**src/rtl/deq_pkg.sv**
```systemverilog
`timescale 1ns / 1ps

package deq_pkg;

  localparam int unsigned DEPTH_DEF = 64;

  localparam logic [2:0] FUNC_LIST      = 3'd0;
  localparam logic [2:0] FUNC_INS_BACK  = 3'd1;
  localparam logic [2:0] FUNC_DEL_BACK  = 3'd2;
  localparam logic [2:0] FUNC_INS_FRONT = 3'd3;
  localparam logic [2:0] FUNC_DEL_FRONT = 3'd4;

  localparam logic [2:0] ST_DONE      = 3'd0;
  localparam logic [2:0] ST_LISTED    = 3'd1;
  localparam logic [2:0] ST_EMPTY     = 3'd2;
  localparam logic [2:0] ST_FULL      = 3'd3;
  localparam logic [2:0] ST_DEL_EMPTY = 3'd4;

  typedef enum logic [2:0] {
    OP_LIST,
    OP_INS_BACK,
    OP_DEL_BACK,
    OP_INS_FRONT,
    OP_DEL_FRONT
  } op_e;

  typedef struct packed {
    logic [2:0]         func;
    logic signed [31:0] value;
  } cmd_in_t;

  typedef struct packed {
    logic [2:0]         status;
    logic signed [31:0] item;
    logic               last;
  } res_t;

  typedef struct packed {
    op_e                op;
    logic signed [31:0] value;
  } cmd_t;

  typedef struct packed {
    logic valid;
    cmd_t cmd;
  } cmd_chan_t;

endpackage

```
**src/rtl/deq_ram.sv**
```systemverilog
`timescale 1ns / 1ps

module deq_ram #(
  parameter int unsigned Width = 32,
  parameter int unsigned Depth = 64
) (
  input  logic                     clk_i,
  input  logic                     we_i,
  input  logic [$clog2(Depth)-1:0] waddr_i,
  input  logic [Width-1:0]         wdata_i,
  input  logic [$clog2(Depth)-1:0] raddr_i,
  output logic [Width-1:0]         rdata_o
);

  logic [Width-1:0] mem [Depth];
  logic [Width-1:0] rdata_q;

  always_ff @(posedge clk_i) begin
    if (we_i) begin
      mem[waddr_i] <= wdata_i;
    end
    rdata_q <= mem[raddr_i];
  end

  assign rdata_o = rdata_q;

endmodule

```
**src/rtl/deq_front.sv**
```systemverilog
`timescale 1ns / 1ps

module deq_front import deq_pkg::*; (
  input  logic      clk_i,
  input  logic      rst_ni,
  input  logic      start_i,
  input  cmd_in_t   cmd_i,
  output logic      busy_o,
  output cmd_chan_t chan_o,
  input  logic      pop_i
);

  cmd_t       fifo_q [2];
  logic       wptr_q, wptr_d;
  logic       rptr_q, rptr_d;
  logic [1:0] cnt_q, cnt_d;
  logic       known;
  logic       push;
  logic       pop;
  cmd_t       cls;

  always_comb begin
    known     = 1'b1;
    cls.value = cmd_i.value;
    cls.op    = OP_LIST;
    case (cmd_i.func)
      FUNC_LIST:      cls.op = OP_LIST;
      FUNC_INS_BACK:  cls.op = OP_INS_BACK;
      FUNC_DEL_BACK:  cls.op = OP_DEL_BACK;
      FUNC_INS_FRONT: cls.op = OP_INS_FRONT;
      FUNC_DEL_FRONT: cls.op = OP_DEL_FRONT;
      default:        known  = 1'b0;
    endcase
  end

  assign busy_o = (cnt_q == 2'd2);
  assign push   = start_i && !busy_o && known;
  assign pop    = pop_i && (cnt_q != 2'd0);

  always_comb begin
    wptr_d = push ? !wptr_q : wptr_q;
    rptr_d = pop ? !rptr_q : rptr_q;
    cnt_d  = cnt_q + 2'(push) - 2'(pop);
  end

  always_ff @(posedge clk_i or negedge rst_ni) begin
    if (!rst_ni) begin
      wptr_q <= 1'b0;
      rptr_q <= 1'b0;
      cnt_q  <= 2'd0;
    end else begin
      wptr_q <= wptr_d;
      rptr_q <= rptr_d;
      cnt_q  <= cnt_d;
    end
  end

  always_ff @(posedge clk_i) begin
    if (push) begin
      fifo_q[wptr_q] <= cls;
    end
  end

  assign chan_o.valid = (cnt_q != 2'd0);
  assign chan_o.cmd   = fifo_q[rptr_q];

endmodule

```
**src/rtl/deq_back.sv**
```systemverilog
`timescale 1ns / 1ps

module deq_back import deq_pkg::*; #(
  parameter int unsigned DEPTH = DEPTH_DEF
) (
  input  logic      clk_i,
  input  logic      rst_ni,
  input  cmd_chan_t chan_i,
  output logic      pop_o,
  output logic      result_valid_o,
  output res_t      result_o
);

  localparam int unsigned IdxW = $clog2(DEPTH);
  localparam int unsigned CntW = $clog2(DEPTH + 1);
  localparam logic [IdxW:0]   DepthS = (IdxW + 1)'(DEPTH);
  localparam logic [IdxW-1:0] LastIdx = IdxW'(DEPTH - 1);
  localparam logic [CntW-1:0] DepthC = CntW'(DEPTH);

  localparam logic StIdle = 1'b0;
  localparam logic StList = 1'b1;

  logic            state_q, state_d;
  logic [IdxW-1:0] front_q, front_d;
  logic [CntW-1:0] count_q, count_d;
  logic [IdxW-1:0] pos_q, pos_d;
  logic            res_valid_q, res_valid_d;
  res_t            res_q, res_d;
  logic            lst_q, lst_d;
  logic            lst_last_q, lst_last_d;

  logic            we;
  logic [IdxW-1:0] waddr;
  logic [IdxW-1:0] raddr;
  logic [31:0]     rdata;
  logic            full;
  logic            empty;
  logic            pos_last;

  function automatic logic [IdxW-1:0] wrap_add(logic [IdxW-1:0] a, logic [IdxW-1:0] b);
    logic [IdxW:0] sum;
    sum = {1'b0, a} + {1'b0, b};
    if (sum >= DepthS) begin
      sum = sum - DepthS;
    end
    return sum[IdxW-1:0];
  endfunction

  assign full     = (count_q == DepthC);
  assign empty    = (count_q == '0);
  assign raddr    = wrap_add(front_q, pos_q);
  assign pos_last = (CntW'({1'b0, pos_q}) + CntW'(1) == count_q);

  always_comb begin
    state_d     = state_q;
    front_d     = front_q;
    count_d     = count_q;
    pos_d       = pos_q;
    res_valid_d = 1'b0;
    res_d       = '0;
    res_d.last  = 1'b1;
    lst_d       = 1'b0;
    lst_last_d  = 1'b0;
    we          = 1'b0;
    waddr       = wrap_add(front_q, count_q[IdxW-1:0]);
    pop_o       = 1'b0;
    case (state_q)
      StIdle: begin
        if (chan_i.valid) begin
          pop_o = 1'b1;
          case (chan_i.cmd.op)
            OP_LIST: begin
              if (empty) begin
                res_valid_d  = 1'b1;
                res_d.status = ST_EMPTY;
              end else begin
                lst_d      = 1'b1;
                lst_last_d = pos_last;
                if (!pos_last) begin
                  pos_d   = pos_q + IdxW'(1);
                  state_d = StList;
                end
              end
            end
            OP_INS_BACK, OP_INS_FRONT: begin
              res_valid_d = 1'b1;
              if (full) begin
                res_d.status = ST_FULL;
              end else begin
                res_d.status = ST_DONE;
                we           = 1'b1;
                count_d      = count_q + CntW'(1);
                if (chan_i.cmd.op == OP_INS_FRONT) begin
                  front_d = (front_q == '0) ? LastIdx : front_q - IdxW'(1);
                  waddr   = front_d;
                end
              end
            end
            OP_DEL_BACK, OP_DEL_FRONT: begin
              res_valid_d = 1'b1;
              if (empty) begin
                res_d.status = ST_DEL_EMPTY;
              end else begin
                res_d.status = ST_DONE;
                count_d      = count_q - CntW'(1);
                if (chan_i.cmd.op == OP_DEL_FRONT) begin
                  front_d = (front_q == LastIdx) ? '0 : front_q + IdxW'(1);
                end
              end
            end
            default: pop_o = 1'b1;
          endcase
        end
      end
      StList: begin
        lst_d      = 1'b1;
        lst_last_d = pos_last;
        if (pos_last) begin
          pos_d   = '0;
          state_d = StIdle;
        end else begin
          pos_d = pos_q + IdxW'(1);
        end
      end
      default: state_d = StIdle;
    endcase
  end

  always_ff @(posedge clk_i or negedge rst_ni) begin
    if (!rst_ni) begin
      state_q     <= StIdle;
      front_q     <= '0;
      count_q     <= '0;
      pos_q       <= '0;
      res_valid_q <= 1'b0;
      lst_q       <= 1'b0;
      lst_last_q  <= 1'b0;
    end else begin
      state_q     <= state_d;
      front_q     <= front_d;
      count_q     <= count_d;
      pos_q       <= pos_d;
      res_valid_q <= res_valid_d;
      lst_q       <= lst_d;
      lst_last_q  <= lst_last_d;
    end
  end

  always_ff @(posedge clk_i) begin
    res_q <= res_d;
  end

  deq_ram #(
    .Width (32),
    .Depth (DEPTH)
  ) u_ram (
    .clk_i   (clk_i),
    .we_i    (we),
    .waddr_i (waddr),
    .wdata_i (chan_i.cmd.value),
    .raddr_i (raddr),
    .rdata_o (rdata)
  );

  always_comb begin
    result_valid_o = res_valid_q || lst_q;
    result_o       = res_q;
    if (lst_q) begin
      result_o.status = ST_LISTED;
      result_o.item   = rdata;
      result_o.last   = lst_last_q;
    end
  end

  a_count_bound: assert property (@(posedge clk_i) disable iff (!rst_ni)
    count_q <= DepthC)
    else $error("entry count above depth");

  a_no_overlap: assert property (@(posedge clk_i) disable iff (!rst_ni)
    !(res_valid_q && lst_q))
    else $error("status and list transfer collide");

  a_list_holds_queue: assert property (@(posedge clk_i) disable iff (!rst_ni)
    state_q == StList |-> !pop_o && $stable(count_q) && $stable(front_q))
    else $error("store changed during list");

  a_list_ends_at_zero: assert property (@(posedge clk_i) disable iff (!rst_ni)
    state_q == StIdle |-> pos_q == '0)
    else $error("list position not cleared");

endmodule

```
**src/rtl/double_ended_queue_unit.sv**
```systemverilog
// status: the command queue registers a start, then the result register strobes its status
// list: count transfers (or one empty marker), one per cycle, the first timed as a status transfer
// throughput: one insert or delete per cycle while no list streams; a list holds the store port to its end
// a two-entry command queue absorbs starts while a list streams; busy_o rises when it is full
// rst_ni is asynchronous: pointers, count and queue clear; store contents are undefined
`timescale 1ns / 1ps

module double_ended_queue_unit import deq_pkg::*; #(
  parameter int unsigned DEPTH = DEPTH_DEF
) (
  input  logic    clk_i,
  input  logic    rst_ni,
  input  logic    start_i,
  input  cmd_in_t cmd_i,
  output logic    busy_o,
  output logic    result_valid_o,
  output res_t    result_o
);

  cmd_chan_t chan;
  logic      pop;

  deq_front u_front (
    .clk_i   (clk_i),
    .rst_ni  (rst_ni),
    .start_i (start_i),
    .cmd_i   (cmd_i),
    .busy_o  (busy_o),
    .chan_o  (chan),
    .pop_i   (pop)
  );

  deq_back #(
    .DEPTH (DEPTH)
  ) u_back (
    .clk_i          (clk_i),
    .rst_ni         (rst_ni),
    .chan_i         (chan),
    .pop_o          (pop),
    .result_valid_o (result_valid_o),
    .result_o       (result_o)
  );

endmodule
```
**config.mk**
```make
export PLATFORM = sky130hd
export DESIGN_NAME = double_ended_queue_unit
export DESIGN_NICKNAME = d
export VERILOG_FILES = /design/src/rtl/deq_pkg.sv /design/src/rtl/deq_ram.sv /design/src/rtl/deq_front.sv /design/src/rtl/deq_back.sv /design/src/rtl/double_ended_queue_unit.sv
export SDC_FILE = /design/constraint.sdc
export NUM_CORES = 2
export LEC_CHECK = 0
export ABC_CLOCK_PERIOD_IN_PS = 4400
export BUFFER_PORTS_ARGS = -buffer_cell sky130_fd_sc_hd__buf_4
export CAP_MARGIN = 20
export CELL_PAD_IN_SITES_DETAIL_PLACEMENT = 0
export CELL_PAD_IN_SITES_GLOBAL_PLACEMENT = 2
export CORE_ASPECT_RATIO = 1.5
export CORE_MARGIN = 2
export CORE_UTILIZATION = 38
export DETAILED_ROUTE_END_ITERATION = 10
export HOLD_SLACK_MARGIN = 0.02
export PLACE_DENSITY_LB_ADDON = 0.1
export SYNTH_ARGS = -nofsm -noshare
export SYNTH_HDL_FRONTEND = slang
export SYNTH_SLANG_ARGS = --single-unit
```
**constraint.sdc**
```tcl
create_clock -name clk_i -period 4.4 [get_ports clk_i]
set_input_delay 0 -clock clk_i [delete_from_list [all_inputs] [get_ports clk_i]]
set_output_delay 0 -clock clk_i [all_outputs]
set_load 0.02 [all_outputs]
```
======== Yosys cells after proc, flatten, opt, wreduce, memory -nomap -nowiden ========
Memories as Yosys holds them, arrays and structs flattened. A register that Yosys moved wholly into a read port is not among the register bits.
Cells that the tools add are included.
storage, ports and cells
  bits in registers ....................... 30
  latch bits .............................. 0
  RAM bits ................................ 2118
  memory bits (read-only) ................. 0
  input port bits ......................... 38
  output and inout bits ................... 38
  word-level logic and storage cells ...... 127
  memories ................................ 2
cells by class
  add/sub/neg operators ................... 12
  multiply operators ...................... 0
  div/mod/pow operators ................... 0
  magnitude comparators ................... 2
  eq/ne operators ......................... 20
  shift-type cells ........................ 0
  mux-type cells .......................... 57
  bitwise logic cells ..................... 2
  reduce and logical (&&, ||, !) cells .... 21
memory list
  name              depth  width  rd ports  clocked after memory_dff  wr ports  line             source
  u_back.u_ram.mem  64     32     1         1                         1         deq_ram.sv:15    logic [Width-1:0] mem [Depth];
  u_front.fifo_q    2      35     1         0                         1         deq_front.sv:13  cmd_t fifo_q [2];
operator list
  cell                                                                count
  6-bit 2-to-1 mux                                                    18
  36-bit 2-to-1 mux                                                   1
  1-bit 2-to-1 mux                                                    24
  6-bit case mux with 2 select lines                                  2
  6-bit by 1-bit subtractor with 6-bit output, second input constant  3
  6-bit by 6-bit adder with 7-bit output                              2
  7-bit greater-or-equal comparator, second input constant            2
  7-bit 2-to-1 mux                                                    2
  7-bit case mux with 2 select lines                                  1
  6-bit by 1-bit adder with 6-bit output, second input constant       2
  3-bit by 2-bit == test with 1-bit output, second input constant     4
  2-bit != test, second input constant                                6
  3-bit case mux with 4 select lines                                  1
  3-bit case mux with 3 select lines                                  1
  1-bit case mux with 2 select lines                                  4
  6-bit by 1-bit adder with 7-bit output, second input constant       1
  7-bit by 1-bit adder with 7-bit output, second input constant       1
  7-bit == test                                                       1
  7-bit == test, second input constant                                1
  7-bit zero test                                                     1
  7-bit AND reduction                                                 1
  7-bit by 1-bit subtractor with 7-bit output, second input constant  1
  3-bit by 1-bit == test with 1-bit output, second input constant     2
  3-bit == test, second input constant                                2
  other kinds (19)                                                    30

======== Depth between registers and ports, before layout ========
  depth in word-level cells ............... 8
  depth in mapped cells ................... 12

======== By module ========
Synthesis repeated with hierarchy kept, for this count alone.
unflattened totals
  cell total of the unflattened synthesis .. 3755
  area, all modules ....................... 83948.0 um2
by module, submodules not included
  module     times used  cells each  area each (um2)  sequential area each (um2)
  deq_ram    1           3324        78515.3          62139.6
  deq_front  1           131         2922.8           2202.1
  deq_back   1           300         2509.9           635.6

======== Least setup slack after synthesis ========
No wires, ideal clock.
  kind .................................... reg2reg
  start ................................... reg u_back.front_q[1]
  end ..................................... mem u_back.u_ram.mem[42][0] (enable)
  arrival ................................. 3438 ps
  data required time ...................... 3979 ps
  path slack .............................. 541 ps
  stages on the path, launching flop included .. 8
  buffers on the path ..................... 0
  period minus slack after synthesis ...... 3859 ps
  cells stage by stage .................... dfrtp_1 > ha_1 > a21o_1 > a311o_1 > a21oi_1 > xnor2_1 > a31oi_1 > nor2_1
on the way
  cells in the longest elaborated chain, start to end .. 8
  elaborated cells on any way between the ends .. 12
  classes of those cells .................. add/sub: 3; order compare: 1; mux: 7; reduce/logical: 1
ends and longest elaborated chain
  what                                                                                                     line                            source
  from (decl)                                                                                              deq_back.sv:24                  logic [IdxW-1:0] front_q, front_d;
  from (signal assigned)                                                                                   deq_back.sv:140                 front_q <= front_d;
  6-bit by 6-bit adder with 7-bit output                                                                   deq_back.sv:42                  sum = {1'b0, a} + {1'b0, b};
  6-bit by 1-bit subtractor with 6-bit output / 7-bit greater-or-equal comparator (equally long branches)  deq_back.sv:44, deq_back.sv:43
  6-bit 2-to-1 mux                                                                                         deq_back.sv:43                  if (sum >= DepthS) begin
  6-bit 2-to-1 mux                                                                                         deq_back.sv:93                  if (chan_i.cmd.op == OP_INS_FRONT) begin
  6-bit 2-to-1 mux                                                                                         deq_back.sv:87                  if (full) begin
  6-bit 2-to-1 mux                                                                                         deq_back.sv:71                  case (chan_i.cmd.op)
  6-bit 2-to-1 mux                                                                                         deq_back.sv:69                  if (chan_i.valid) begin
  6-bit 2-to-1 mux *                                                                                       deq_back.sv:67                  case (state_q)
  to (decl)                                                                                                deq_ram.sv:15
Every way passes the cells marked *; elsewhere a longest branch is shown, timed or not.

======== Final worst setup path ========
  start ................................... reg u_back.front_q[0]
  end ..................................... reg u_back.u_ram.rdata_q[12] (netlist: u_back.u_ram.rdata_o[12]) (read register of u_back.u_ram.mem)
on the way
  cells in the longest elaborated chain, start to end .. 3
  elaborated cells on any way between the ends .. 4
  classes of those cells .................. add/sub: 2; order compare: 1; mux: 1
ends and longest elaborated chain
  what                                                                                                     line                            source
  6-bit by 6-bit adder with 7-bit output *                                                                 deq_back.sv:42
  6-bit by 1-bit subtractor with 6-bit output / 7-bit greater-or-equal comparator (equally long branches)  deq_back.sv:44, deq_back.sv:43
  6-bit 2-to-1 mux *                                                                                       deq_back.sv:43
  to (decl)                                                                                                deq_ram.sv:16                   logic [Width-1:0] rdata_q;
Marks and branches as above.
A chain may end at the register's enable or synchronous reset.

==> results.py <==
metrics = {
    "status": {
        "status": "finished clean",
    },
    "clocking": {
        "clock-root-buffer": "clkbuf_16",
        "ctsHoldBuffers": 75,
        "numCtsBuffers": 217,
        "cts-resized-gates": 0,
        "cts_setup_buffers": 0,
        "h-tree-depth": 4,
        "clock-sinks": 2180,
        "path_clk_slew_ns": 0.06,
        "cts_tree": "built",
        "cts_buffer_depth": 4,
        "clk_latency_ns": 0.87,
    },
    "timing": {
        "fin_skew_ns": 0.04518,
        "period_needed_ns": 4.091,
        "min_period_over_period_pct": 92.97,
        "holdWs_ns": 0.1303,
        "fmax_mhz": 244.5,
        "slew-limit-headroom_pct": 26.91,
        "setup_viol": 0,
        "hold_violations": 0,
        "drv_slew": 0,
        "grt_setup_unrepaired": "no",
        "worst_slew_pin_slew_ns": 1.096,
        "setup_slack_ns": 0.3094,
    },
    "synthesis": {
        "synthTopCellsByCount": "edfxtp_1, mux4_2, clkbuf_1, nor2_1, nor2b_1",
        "synth-edff-count": 2118,
        "yosysWarnings": 0,
        "synth_ff_type": "edfxtp_1",
        "syn_area_um2": 84490,
        "synth_cells": 3669,
        "synthTopCellsByArea": "edfxtp_1, mux4_2, dfxtp_1",
        "yosysMostFrequentCell": "edfxtp_1",
        "synth_seq_cells": 2180,
        "avgSynthCellArea_um2": 23.03,
        "synth.largest_area_cell": "edfxtp_1",
        "synth_cell_types": 72,
        "synth_sequential_area_ratio_pct": 76.91,
        "syn_nets": 3731,
        "synth_top_area_share_pct": 75.28,
        "ys_async_sr_fraction_pct": 1.239,
    },
    "placed_design": {
        "dp.cells": 6715,
        "dp_hpwl_um": 140200,
        "place.gp.congestion": 0.7501,
        "dpl-instance-area_um2": 91510,
        "pre_cts_ws_ns": 0.2082,
        "numPortBuffers": 75,
    },
    "setup_path": {
        "r2r_start": "u_back.front_q[0]",
        "r2r_slack_ns": 0.31,
        "critPathKind": "flop to flop",
        "cp-end-kind": "flop",
        "crit_fanout": 60,
        "ff2ff_path_depth": 9,
        "reg2reg_to": "u_back.u_ram.rdata_o[12]",
        "start_kind": "flop",
        "worstPathArrival_ns": 4.81,
        "required_ns": 5.12,
    },
    "die": {
        "core_um2": 221800,
        "die_x_um": 389.0,
        "ios": 76,
        "die_h_um": 581.5,
        "fp-row-count": 212,
        "die_area_um2": 226200,
        "start_util_pct": 38.10,
    },
    "min_path": {
        "hp-class": "input pin to flop",
        "holdPathStages": 4,
        "holdPathEnd": "u_front.wptr_q",
        "hold_start": "start_i",
    },
    "grt": {
        "grt_pass1_vias": 42500,
        "grt_pass1_wl_um": 333400,
        "gr-usage-all-layers_pct": 21.14,
        "antenna_found_initial": 14,
        "grt_max_degree": 86,
        "grt-ovfl-total": 0,
    },
    "cells_and_area": {
        "final_cells": 7187,
        "layout.nets": 4184,
        "fin_area_um2": 99110,
        "syn2layout_area_growth_pct": 17.31,
        "utilization_pct": 44.70,
        "final_layout_size_suffix_gt1_share_pct": 32.98,
    },
    "route": {
        "via_per_inst": 5.510,
        "vias": 39600,
        "drt_iter0_drc": 3408,
        "routed_wl_um": 238000,
        "drtAntennaViolNets": 0,
        "dr.pass1.iters": 5,
        "drc": 0,
        "wl_per_cell_um": 33.12,
    },
    "run": {
        "maxCapViolCount": 0,
    },
    "power": {
        "irDropWorstVdd_mv": 0.9543,
        "p_per_area_nw_per_um2": 869.2,
        "p_leak_nw": 30.92,
    },
}
[flip-flops by register name, indices dropped and copies added, names as in the netlist]
register,cells
u_back.res_valid_q,1
u_back.count_q,7
u_back.lst_q,1
u_back.front_q,6
u_front.cnt_q,2
u_back.lst_last_q,1
u_front.rptr_q,1
u_back.res_q,3
u_back.state_q,1
u_front.fifo_q,70
u_front.wptr_q,1
u_back.pos_q,6
u_back.u_ram.rdata_o,32
u_back.u_ram.mem,2048
[worst max-delay path: stages (launching register included)]
cell and delay [ns]:
dfrtp_1 0.51, ha_4 0.23, fa_4 0.82, buf_12 0.23
buf_12 0.37, mux4_2 0.37, nor2b_1 0.15, a2111oi_0 0.88
buf_4 0.25, a2111oi_2 0.04
[per-layer routing]
| layer | global-route usage [%] | up-vias | share of wire (%) |
|---|---|---|---|
| met5 | 0 | - | 0 |
| met4 | 6.206 | 0 | 3.0 |
| met3 | 2.252 | 307 | 3.9 |
| met2 | 38.48 | 850 | 54 |
| met1 | 26.55 | 21840 | 40 |
| li1 | - | 16600 | - |
[how the worst max path moves through the flow]
stage	depth (start not counted)	end	slack, ns	start
CTS	9	u_back.u_ram.rdata_o[20]	0.19	u_back.front_q[0]
finish	9	u_back.u_ram.rdata_o[12]	0.31	u_back.front_q[0]
detailed placement	9	u_back.u_ram.rdata_o[20]	0.21	u_back.front_q[0]
floorplan	7	u_back.u_ram.mem[42][0]	0.54	u_back.front_q[1]
global route	9	u_back.u_ram.rdata_o[12]	0.14	u_back.front_q[0]
global placement	9	u_back.u_ram.rdata_o[29]	-0.32	u_back.front_q[0]
[cell families (layout without fill, tap and decap cells)]
| group | after synthesis | count (layout) | synth area share (%) |
|---|---|---|---|
| AND/OR/NAND/NOR | 291 | 291 | 1.826 |
| multiplexers | 714 | 714 | 17.14 |
| buffers and inverters | 204 | 826 | 1.131 |
| XOR/XNOR | 34 | 34 | 0.3836 |
| AO/OA/AOI/OAI | 222 | 222 | 2.230 |
| adder cells (fa/ha/maj) | 24 | 24 | 0.3821 |
| other | 0 | 7 | 0 |
| flip-flops | 2180 | 2180 | 76.91 |
[placed cells by master (no fill, tap or decap), types with 38 or more instances in the layout]
cell	n
buf_4	260
clkbuf_1	51
edfxtp_1	2118
mux4_2	576
clkbuf_16	221
a2111oi_0	60
nor2_4	66
clkinv_2	38
dlygate4sd3_1	74
mux2i_1	70
buf_12	89
clkinv_1	42
nor2b_1	77
mux2_2	53
[layout make-up]
class	instances	area, um2
Antenna cell	7	17.52
Clock inverter	108	962.2
Tap cell	2889	3615
Timing Repair Buffer	426	4494
Sequential cell	2180	64980
Multi-Input combinational cell	1285	19170
Fill cell	18810	122600
Inverter	12	45.04
Clock buffer	280	5832
[per-stage QoR]
step / power (mW) / setup TNS [ns]
after detailed placement: 69.69 / 0
after floorplan: 51.82 / 0
final: 86.15 / 0
after CTS: 87.95 / 0
after global routing: 89.82 / 0
after global placement: 69.58 / -0.3235
[power breakdown]
group / switching (mW) / internal (mW)
clock network: 7.85 / 10.3
logic: 23.8 / 18.1
registers: 0.515 / 25.5
(Power assumes the default switching activity.)
